==> config.mk <==
export PLATFORM = sky130hd
export DESIGN_NAME = prr_queue
export DESIGN_NICKNAME = d
export VERILOG_FILES = /design/src/hdl/prr_pkg.sv /design/src/hdl/prr_queue.sv
export SDC_FILE = /design/constraint.sdc
export NUM_CORES = 1
export LEC_CHECK = 0
export BUFFER_PORTS_ARGS = -buffer_cell sky130_fd_sc_hd__buf_2
export CAP_MARGIN = 30
export CORE_MARGIN = 10
export CORE_UTILIZATION = 52
export CTS_CLUSTER_SIZE = 28
export DETAILED_ROUTE_END_ITERATION = 7
export GPL_TIMING_DRIVEN = 0
export HOLD_SLACK_MARGIN = 0.12
export PLACE_DENSITY = 0.79
export SYNTH_ARGS = -nofsm -noshare
export SYNTH_HDL_FRONTEND = slang
export SYNTH_SLANG_ARGS = --single-unit
==> constraint.sdc <==
create_clock -name clk_i -period 3.75 [get_ports clk_i]
set_input_delay 0.5625 -clock clk_i [delete_from_list [all_inputs] [get_ports clk_i]]
set_output_delay 0.5625 -clock clk_i [all_outputs]
set_load 0.01 [all_outputs]
==> src/hdl/prr_pkg.sv <==
`default_nettype none

package prr_pkg;

  // Default storage sizes
  localparam int RING_DEPTH_DEF = 512;
  localparam int COEF_DEPTH_DEF = 512;

  // Field widths
  localparam int SAMPLE_W = 16;
  localparam int COEF_W   = 18;
  localparam int CIDX_W   = 9;
  localparam int RATIO_W  = 5;
  localparam int TAPS_W   = 10;
  localparam int PROD_W   = SAMPLE_W + COEF_W;

  // Register reset values
  localparam logic [RATIO_W-1:0] UP_RATIO_RST  = 5'd8;
  localparam logic [RATIO_W-1:0] DOWN_RATIO_RST = 5'd5;
  localparam logic [TAPS_W-1:0]  TAP_COUNT_RST = 10'd512;
  localparam logic [TAPS_W-1:0]  DISCARD_RST   = 10'd0;
  localparam logic [RATIO_W-1:0] RATIO_MAX     = 5'd16;

  // Register indexes on the configuration port
  localparam int          REG_IDX_W           = 2;
  localparam logic [1:0] REG_UP_RATIO        = 2'd0;
  localparam logic [1:0] REG_DOWN_RATIO      = 2'd1;
  localparam logic [1:0] REG_TAP_COUNT       = 2'd2;
  localparam logic [1:0] REG_STARTUP_DISCARD = 2'd3;

  // Item operations
  localparam logic OP_SAMPLE = 1'b0;
  localparam logic OP_COEF   = 1'b1;

  // Queue between intake and datapath
  localparam int QUEUE_DEPTH = 2;

  typedef struct packed {
    logic                     is_coef;
    logic signed [SAMPLE_W-1:0] sample;
    logic [CIDX_W-1:0]        coef_addr;
    logic                     coef_ok;
    logic signed [COEF_W-1:0] coef_value;
  } prr_item_t;

  typedef struct packed {
    logic [RATIO_W-1:0] up;
    logic [RATIO_W-1:0] down;
    logic [TAPS_W-1:0]  tap_count;
    logic               discard_load;
    logic [TAPS_W-1:0]  discard_value;
  } prr_cfg_t;

  function automatic logic [RATIO_W-1:0] clamp_ratio(input logic [RATIO_W-1:0] r);
    logic [RATIO_W-1:0] res;
    res = r;
    if (r == '0) res = RATIO_W'(1);
    else if (r > RATIO_MAX) res = RATIO_MAX;
    return res;
  endfunction

endpackage

`default_nettype wire

==> src/hdl/prr_queue.sv <==
`default_nettype none

module prr_queue
  import prr_pkg::*;
(
  input  logic      clk_i,
  input  logic      rst_ni,
  input  logic      push_i,
  input  prr_item_t item_i,
  output logic      ready_o,
  output logic      valid_o,
  input  logic      pop_i,
  output prr_item_t item_o
);

  localparam int PW = (QUEUE_DEPTH > 1) ? $clog2(QUEUE_DEPTH) : 1;
  localparam int CW = $clog2(QUEUE_DEPTH + 1);

  prr_item_t      slot_q [QUEUE_DEPTH];
  logic [PW-1:0]  wr_q, rd_q;
  logic [CW-1:0]  cnt_q;
  logic           do_pop;

  assign ready_o = (cnt_q != CW'(QUEUE_DEPTH));
  assign valid_o = (cnt_q != '0);
  assign item_o  = slot_q[rd_q];
  assign do_pop  = pop_i && valid_o;

  always_ff @(posedge clk_i) begin
    if (push_i) slot_q[wr_q] <= item_i;
  end

  always_ff @(posedge clk_i or negedge rst_ni) begin
    if (!rst_ni) begin
      wr_q  <= '0;
      rd_q  <= '0;
      cnt_q <= '0;
    end else begin
      if (push_i) wr_q <= (wr_q == PW'(QUEUE_DEPTH - 1)) ? '0 : wr_q + 1'b1;
      if (do_pop) rd_q <= (rd_q == PW'(QUEUE_DEPTH - 1)) ? '0 : rd_q + 1'b1;
      if (push_i && !do_pop) cnt_q <= cnt_q + 1'b1;
      else if (!push_i && do_pop) cnt_q <= cnt_q - 1'b1;
    end
  end

endmodule

`default_nettype wire

==> flow_metrics.py <==
metrics = {
    "place": {
        "gp_congestion": 0.671,
        "dp_cells": 349,
        "hpwl_um": 4610,
        "dp_worst_setup_slack_ns": 1.88,
        "port_buffers": 95,
    },
    "timing": {
        "clock.fmax_ghz": 0.484,
        "relSlewSlack_pct": 58.2,
        "tightestPinTransition_ns": 0.625,
        "setup_viol": 0,
        "drv_slew": 0,
        "fin_ws_ns": 1.68,
        "layout_min_cycle_time_ns": 2.07,
        "fin_skew_ns": 0.00399,
        "post-route-period-util_pct": 55.1,
        "final_hold_viol_count": 0,
        "rsz0062_at_grt": "no",
    },
    "critical_path": {
        "r2r_cells": 2,
        "critPathRequiredTime_ns": 3.19,
        "r2r_end": "slot_q[0][30]",
        "crit_path_start_kind": "register",
        "cp-end-kind": "output port",
        "reg2reg_slack_ns": 2.20,
        "path_class": "register to output port",
        "path_max_fanout": 10,
        "reg2reg_from": "wr_q",
        "arrival_ns": 1.50,
    },
    "yosys": {
        "synth_ff_type": "edfxtp_1",
        "avgSynthCellArea_um2": 23.3,
        "synth_top_area_share_pct": 74.3,
        "ys_ff_latch": 94,
        "synth_area_leader_cell": "edfxtp_1",
        "yosysWarningCount": 0,
        "yosysUniqueCellTypes": 15,
        "synth_area_um2": 3640,
        "yosysMostFrequentCell": "edfxtp_1",
        "synthTopCellsByCount": "edfxtp_1, mux2_4, mux2_2",
        "synth_nets": 206,
        "async_flop_share_pct": 4.26,
        "syn_inst": 156,
        "yosysSeqAreaShare_pct": 77.1,
        "synth-edff-count": 90,
        "yosys-top-cells-area": "edfxtp_1, mux2_4, dfrtp_1, buf_12, mux2_2",
    },
    "finish": {
        "nets": 315,
        "area_growth_pct": 23.2,
        "layout-drive-gt1-share_pct": 60.4,
        "fillerInstances": 462,
        "postLayoutCoreUtil_pct": 65.9,
        "num_antenna_cells": 0,
        "layoutNonFillerInstCount": 366,
    },
    "pwr": {
        "powerDensity_nw_per_um2": 726,
        "p_leak_nw": 1.81,
        "vdd_ir_drop_max_mv": 0.443,
    },
    "detailed_routing": {
        "routed_wl_um": 6290,
        "post_drt_via_cell_ratio": 4.80,
        "first_pass_iters": 4,
        "ant_nets": 0,
        "vias": 1758,
        "wl_per_cell_um": 17.2,
        "dr.first_iter.drc_count": 55,
        "drc_errors": 0,
    },
    "clock_network": {
        "cts_htree_levels": 3,
        "clkTransAtPathRegs_ns": 0.08,
        "cts-buffers-inserted": 9,
        "clock-root-buffer": "clkbuf_8",
        "clock_sinks": 94,
        "cts_buffer_depth": 2,
        "cts_tree": "done",
        "clk_latency_ns": 0.34,
    },
    "min_path": {
        "whs_path_depth": 1,
        "worst_hold_path_type": "primary input to register",
        "whs_endpoint": "slot_q[1][12]",
        "min_from": "item_i[12]",
    },
    "floorplan": {
        "core_um2": 6790,
        "die_area_um2": 10700,
        "die_h_um": 104,
        "die_w_um": 104,
        "io_pins": 96,
        "rows": 30,
        "initial_core_util_pct": 53.5,
    },
    "global_route": {
        "grt_pass1_wl_um": 10500,
        "overflow": 0,
        "grt_start_max_net_pins": 27,
        "grt_usage_pct": 12.3,
        "grt_pass1_vias": 1997,
        "antenna_found_initial": 0,
    },
    "run": {
        "maxCapViolations": 0,
    },
    "run_status": {
        "outcome": "finished, final reports clean",
    },
}
[per-layer routing]
metal  vias up  wire [µm]  track usage, %
li1        827          -               -
met1       855       2620            14.3
met2        70       3080            19.1
met3         6        533            6.38
met4         0         49            4.13
met5         -          0               0
[critical path, cell delays in order, from the launching register on]
cell	delay [ns]
dfrtp_1	0.35
buf_6	0.19
buf_12	0.16
mux2_4	0.31
buf_2	0.14
[stage by stage]
stage	setup TNS, ns	area [µm²]	hold slack (ns)	power, mW
6_report	0	4480	0.402	3.25
4_1_cts	0	4480	0.377	3.31
2_1_floorplan	0	3640	0.267	2.30
3_3_place_gp	-24.14	4230	0.371	2.65
3_5_place_dp	0	4280	0.372	2.70
5_1_grt	0	4480	0.369	3.43
[repair_timing]
item,in CTS,in global routing
hold buffers,1,0
gates resized for setup,0,0
hold endpoints to repair,4,0
buffers inserted,0,0
[logic make-up after synthesis]
logic type / after synthesis / synth area share, %
xor+xnor: 5 / 1.20
fa+ha+maj: 1 / 0.344
buf+inv: 5 / 2.51
flops: 94 / 77.1
mux: 45 / 18.0
simple gates: 6 / 0.895
[worst max-delay path by stage]
stage | from | endpoint | cells after the start
finish | rd_q | item_o[15] | 4
floorplan | push_i | slot_q[0][0] | 1
global route | rd_q | item_o[7] | 4
global placement | push_i | slot_q[0][30] | 2
detailed placement | push_i | slot_q[0][30] | 3
CTS | rd_q | item_o[15] | 4
[cells in the final DEF, fill, tap and decap left out]
master,n
clkbuf_8,12
nand2b_1,1
xor2_1,3
buf_2,95
nor2_1,1
dfrtp_1,4
mux2_4,39
nand2_1,1
nor2b_4,1
clkinvlp_4,2
clkbuf_1,2
mux2_2,6
ha_1,1
and2_2,1
buf_6,1
xnor2_1,2
or2_1,1
buf_12,6
dlygate4sd3_1,1
edfxtp_1,90
[power by group]
group | total [mW] | switching [mW] | internal, mW | leakage [nW]
clock network | 0.607 | 0.311 | 0.296 | 0.0889
registers | 1.46 | 0.0630 | 1.40 | 0.891
logic | 1.19 | 0.552 | 0.635 | 0.826
total | 3.25 | 0.926 | 2.33 | 1.81
[layout make-up]
| cell class | instances | area, µm² | share of cell area, % |
|---|---|---|---|
| plain buffers | 5 | 91.3 | 2.04 |
| multi-input cells | 57 | 751 | 16.8 |
| clock buffers | 14 | 173 | 3.86 |
| well taps | 96 | 120 | 2.68 |
| repair buffers | 98 | 526 | 11.7 |
| flip-flops and latches | 94 | 2800 | 62.6 |
| clock inverters | 2 | 15.0 | 0.335 |
[state kept, by name, indices dropped and copies added (netlist names)]
| name | count |
|---|---|
| cnt_q | 2 |
| rd_q | 1 |
| slot_q | 90 |
| wr_q | 1 |
Power figures use the tool's default switching activity.
