[src/hdl/prr_pkg.sv]
`default_nettype none

package prr_pkg;

  // Default storage sizes
  localparam int RING_DEPTH_DEF = 512;
  localparam int COEF_DEPTH_DEF = 512;

  // Field widths
  localparam int SAMPLE_W = 16;
  localparam int COEF_W   = 18;
  localparam int CIDX_W   = 9;
  localparam int RATIO_W  = 5;
  localparam int TAPS_W   = 10;
  localparam int PROD_W   = SAMPLE_W + COEF_W;

  // Register reset values
  localparam logic [RATIO_W-1:0] UP_RATIO_RST  = 5'd8;
  localparam logic [RATIO_W-1:0] DOWN_RATIO_RST = 5'd5;
  localparam logic [TAPS_W-1:0]  TAP_COUNT_RST = 10'd512;
  localparam logic [TAPS_W-1:0]  DISCARD_RST   = 10'd0;
  localparam logic [RATIO_W-1:0] RATIO_MAX     = 5'd16;

  // Register indexes on the configuration port
  localparam int          REG_IDX_W           = 2;
  localparam logic [1:0] REG_UP_RATIO        = 2'd0;
  localparam logic [1:0] REG_DOWN_RATIO      = 2'd1;
  localparam logic [1:0] REG_TAP_COUNT       = 2'd2;
  localparam logic [1:0] REG_STARTUP_DISCARD = 2'd3;

  // Item operations
  localparam logic OP_SAMPLE = 1'b0;
  localparam logic OP_COEF   = 1'b1;

  // Queue between intake and datapath
  localparam int QUEUE_DEPTH = 2;

  typedef struct packed {
    logic                     is_coef;
    logic signed [SAMPLE_W-1:0] sample;
    logic [CIDX_W-1:0]        coef_addr;
    logic                     coef_ok;
    logic signed [COEF_W-1:0] coef_value;
  } prr_item_t;

  typedef struct packed {
    logic [RATIO_W-1:0] up;
    logic [RATIO_W-1:0] down;
    logic [TAPS_W-1:0]  tap_count;
    logic               discard_load;
    logic [TAPS_W-1:0]  discard_value;
  } prr_cfg_t;

  function automatic logic [RATIO_W-1:0] clamp_ratio(input logic [RATIO_W-1:0] r);
    logic [RATIO_W-1:0] res;
    res = r;
    if (r == '0) res = RATIO_W'(1);
    else if (r > RATIO_MAX) res = RATIO_MAX;
    return res;
  endfunction

endpackage

`default_nettype wire

[src/hdl/prr_front.sv]
`default_nettype none

module prr_front
  import prr_pkg::*;
#(
  parameter int COEF_DEPTH = COEF_DEPTH_DEF
) (
  input  logic                       clk_i,
  input  logic                       rst_ni,
  input  logic                       psel,
  input  logic                       penable,
  input  logic                       pwrite,
  input  logic [3:0]                 paddr,
  input  logic [31:0]                pwdata,
  output logic [31:0]                prdata,
  output logic                       pready,
  input  logic                       in_valid_i,
  output logic                       in_ready_o,
  input  logic                       operation_i,
  input  logic signed [SAMPLE_W-1:0] sample_i,
  input  logic [CIDX_W-1:0]          coef_index_i,
  input  logic signed [COEF_W-1:0]   coef_value_i,
  input  logic                       q_ready_i,
  output logic                       q_push_o,
  output prr_item_t                  q_item_o,
  output prr_cfg_t                   cfg_o
);

  logic [RATIO_W-1:0] up_q, up_d;
  logic [RATIO_W-1:0] down_q, down_d;
  logic [TAPS_W-1:0]  taps_q, taps_d;
  logic [TAPS_W-1:0]  disc_q, disc_d;
  logic               wr_c;
  logic [1:0]         idx_c;

  assign pready = 1'b1;
  assign idx_c  = paddr[3:2];
  assign wr_c   = psel && penable && pwrite;

  always_comb begin
    up_d   = up_q;
    down_d = down_q;
    taps_d = taps_q;
    disc_d = disc_q;
    if (wr_c) begin
      unique case (idx_c)
        REG_UP_RATIO:        up_d   = pwdata[RATIO_W-1:0];
        REG_DOWN_RATIO:      down_d = pwdata[RATIO_W-1:0];
        REG_TAP_COUNT:       taps_d = pwdata[TAPS_W-1:0];
        REG_STARTUP_DISCARD: disc_d = pwdata[TAPS_W-1:0];
      endcase
    end
  end

  always_comb begin
    unique case (idx_c)
      REG_UP_RATIO:        prdata = 32'(up_q);
      REG_DOWN_RATIO:      prdata = 32'(down_q);
      REG_TAP_COUNT:       prdata = 32'(taps_q);
      REG_STARTUP_DISCARD: prdata = 32'(disc_q);
    endcase
  end

  always_ff @(posedge clk_i or negedge rst_ni) begin
    if (!rst_ni) begin
      up_q   <= UP_RATIO_RST;
      down_q <= DOWN_RATIO_RST;
      taps_q <= TAP_COUNT_RST;
      disc_q <= DISCARD_RST;
    end else begin
      up_q   <= up_d;
      down_q <= down_d;
      taps_q <= taps_d;
      disc_q <= disc_d;
    end
  end

  // Classify the item; flag out-of-range coefficient addresses for the datapath to drop
  assign in_ready_o           = q_ready_i;
  assign q_push_o             = in_valid_i && q_ready_i;
  assign q_item_o.is_coef     = (operation_i == OP_COEF);
  assign q_item_o.sample      = sample_i;
  assign q_item_o.coef_addr   = coef_index_i;
  assign q_item_o.coef_ok     = (int'(coef_index_i) < COEF_DEPTH);
  assign q_item_o.coef_value  = coef_value_i;

  assign cfg_o.up            = clamp_ratio(up_q);
  assign cfg_o.down          = clamp_ratio(down_q);
  assign cfg_o.tap_count     = taps_q;
  assign cfg_o.discard_load  = wr_c && (idx_c == REG_STARTUP_DISCARD);
  assign cfg_o.discard_value = pwdata[TAPS_W-1:0];

endmodule

`default_nettype wire

[config.mk]
export PLATFORM = sky130hd
export DESIGN_NAME = prr_front
export DESIGN_NICKNAME = d
export VERILOG_FILES = /design/src/hdl/prr_pkg.sv /design/src/hdl/prr_front.sv
export SDC_FILE = /design/constraint.sdc
export NUM_CORES = 1
export LEC_CHECK = 0
export BUFFER_PORTS_ARGS = -buffer_cell sky130_fd_sc_hd__buf_2
export CAP_MARGIN = 5
export CORE_UTILIZATION = 34
export CTS_BUF_LIST = sky130_fd_sc_hd__clkbuf_8
export DETAILED_ROUTE_END_ITERATION = 8
export PLACE_DENSITY = 0.82
export SLEW_MARGIN = 40
export SYNTH_ARGS = -nofsm -noshare
export SYNTH_HDL_FRONTEND = slang
export SYNTH_SLANG_ARGS = --single-unit
[constraint.sdc]
create_clock -name clk_i -period 1 [get_ports clk_i]
set_input_delay 0.1 -clock clk_i [delete_from_list [all_inputs] [get_ports clk_i]]
set_output_delay 0.1 -clock clk_i [all_outputs]
set_load 0.01 [all_outputs]
==> impl_metrics.tcl <==
set metrics [dict create \
    outcome "complete, but fails checks" \
    violations "negative setup slack" \
    vias 1347 \
    avgViaCountPerCell 4.46 \
    rsz0062_at_grt "yes" \
    holdPathStages 2 \
    dr.first_iter.drc_count 32 \
    antenna_found_initial 0 \
    placed_cell_area_mm2 0.00220 \
    num_antenna_cells 0 \
    skew_ns 0 \
    grt-ovfl-total 0 \
    grt_pass1_vias 1274 \
    root_buffer "clkbuf_8" \
    cp_slowest_cell "mux4_2" \
    finalHoldViolations 0 \
    clockBufferDepth 2 \
    die_area_mm2 0.00650 \
    pin_count 198 \
    worstSkewPairLatency_ns 0.28 \
    start_util_pct 35.3 \
    path_cells "mux4_2 > buf_6" \
    row_count 28 \
    wl_per_cell_um 15.3 \
    cts_buffers 5 \
    coreArea_mm2 0.00596 \
    r2r_cells 3 \
    timing.final.crit_share_pct 141 \
    slowest_delay_ns 0.50 \
    synthesis.area_mm2 0.00210 \
    synthAdderAreaFrac_pct 0 \
    drv_cap 0 \
    final_nets 313 \
    final_common_cell "buf_2" \
    synth-seq-cells 30 \
    start_kind "flop" \
    grt_use_total_pct 14.1 \
    muxShareOfSynthArea_pct 25.4 \
    dp_cells 285 \
    yosys_warnings 0 \
    critPathMaxFanout 2 \
    portBuffers 61 \
    final_max_slew_viol_count 0 \
    setup_viol 24 \
    hold_class "input pin to flop" \
    die_h_um 80.6 \
    synth_top_family_by_area "buffers and inverters" \
    powerDensity_mw_per_mm2 1940 \
    cts.sinks 30 \
    avgSynthCellArea_um2 11.5 \
    synthXorXnorAreaFrac_pct 0 \
    synth_cells 182 \
    antenna_left 0 \
    synth_simple_gate_area_share_pct 7.50 \
    fin_cells 302 \
    drtPass1Iterations 4 \
    drc 0 \
    mostFrequentLayoutCells "buf_2, buf_6, dfrtp_1" \
    fin_ws_ns -0.413 \
    grt_start_max_net_pins 31 \
    worstPathArrival_ns 1.31 \
    irDropWorstVdd_mv 1.31 \
    cellLeakagePower_nw 1.32 \
    finalCriticalPeriod_ns 1.41 \
    cp-end-kind "output pin" \
    place_congestion 0.771 \
    power_mw 5.04 \
    worstPathRequired_ns 0.90 \
    grt_first_pass_wirelength_um 6720 \
    drive_gt1_share_pct 68.3 \
    synth.distinct_cells 21 \
    routed_wl_um 4620 \
    die_w_um 80.6 \
    cts_max_level 2 \
    stdcell_area_mm2 0.00259 \
    hpwlAfterDp_um 3490 \
    cts_tree "yes" \
    synthToLayoutAreaGrowth_pct 23.5 \
    synth_compound_gate_area_share_pct 0 \
    cts.clk_slew.worst_paths_ns 0.07 \
    crit_type "flop to output pin" \
    synth_seq_area_share_pct 36.0 \
    max_freq_mhz 708 \
]
==> sequential cells by signal, indices dropped and copies added, names as in the netlist <==
name / count
disc_q: 10
taps_q: 10
down_q: 5
up_q: 5
==> what timing repair did <==
item,in CTS,in global routing
resized for setup,32,16
hold buffers,1,0
pin swaps,3,5
gates cloned,0,0
setup endpoints to repair,26,30
setup buffers,7,7
hold endpoints to repair,26,0
==> metrics by stage <==
step / setup slack [ns] / hold WS (ns) / setup TNS [ns] / util, %
after floorplan: -0.00216 / -0.196 / -0.00216 / -
after global placement: -0.194 / 0.125 / -5.38 / 36.9
after detailed placement: -0.218 / 0.136 / -5.45 / 36.9
after CTS: -0.393 / 0.0646 / -4.73 / 41.8
after global routing: -0.439 / 0.0748 / -5.74 / 43.6
final: -0.413 / 0.0723 / -4.56 / 43.6
==> routing by layer <==
| metal | share of wire (%) | up-vias | wire length, um | global-route usage, % |
|---|---|---|---|---|
| met5 | 0 | - | 0 | 0 |
| met4 | 1.2 | 0 | 54 | 3.21 |
| met3 | 8.8 | 11 | 405 | 4.66 |
| met2 | 55 | 89 | 2550 | 26.4 |
| met1 | 35 | 663 | 1610 | 15.1 |
| li1 | - | 584 | - | - |
==> cell type report <==
| cell class | instances | area (um^2) |
|---|---|---|
| Clock buffer | 5 | 68.8 |
| Clock inverter | 3 | 40.0 |
| Fill cell | 559 | 3360 |
| Inverter | 1 | 3.75 |
| Multi-Input combinational cell | 88 | 830 |
| Sequential cell | 30 | 756 |
| Tap cell | 75 | 93.8 |
| Timing Repair Buffer | 100 | 802 |
==> path summary, 6_finish.rpt <==
path	start	end	slack (ns)
min in group asynchronous	rst_ni	taps_q[8]	0.38
setup / recovery	disc_q[3]	prdata[3]	-0.41
hold / removal	pwdata[6]	disc_q[6]	0.07
max in group asynchronous	rst_ni	down_q[2]	0.30
setup reg to reg	disc_q[3]	disc_q[3]	0.02
hold reg to reg	disc_q[8]	disc_q[8]	0.51
==> report_power, final <==
part           total, mW  switching [mW]  internal, mW
clock network       1.20           0.471         0.733
registers           1.71           0.188          1.53
logic               2.12           0.811          1.31
total               5.04            1.47          3.57
==> critical path: cells and delay by family (launching register included) <==
| kind | cells | cell delay [ns] |
|---|---|---|
| multiplexers | 1 | 0.50 |
| buffers and inverters | 1 | 0.14 |
| flip-flops | 1 | 0.39 |
==> Yosys cell counts <==
master / number / area share, %
buf_4: 80 / 29
dfrtp_1: 26 / 31
mux2_2: 21 / 11
nor2b_1: 11 / 3.3
mux2_4: 9 / 6.4
mux2i_1: 5 / 2.4
mux4_2: 5 / 5.4
dfstp_2: 4 / 5.0
nor2_1: 4 / 0.71
buf_6: 3 / 1.6
clkbuf_1: 2 / 0.36
conb_1: 2 / 0.36
nor3_1: 2 / 0.48
and2_1: 1 / 0.30
and3_1: 1 / 0.30
inv_1: 1 / 0.18
nand3_1: 1 / 0.24
nand3_2: 1 / 0.48
nand3b_1: 1 / 0.36
nor3_4: 1 / 0.77
nor3b_2: 1 / 0.60
==> logic make-up after synthesis <==
group | Yosys count
other | 2
muxes | 40
DFF | 30
and+or+nand+nor | 24
buffers and inverters | 86
Power figures use the tool's default switching activity.
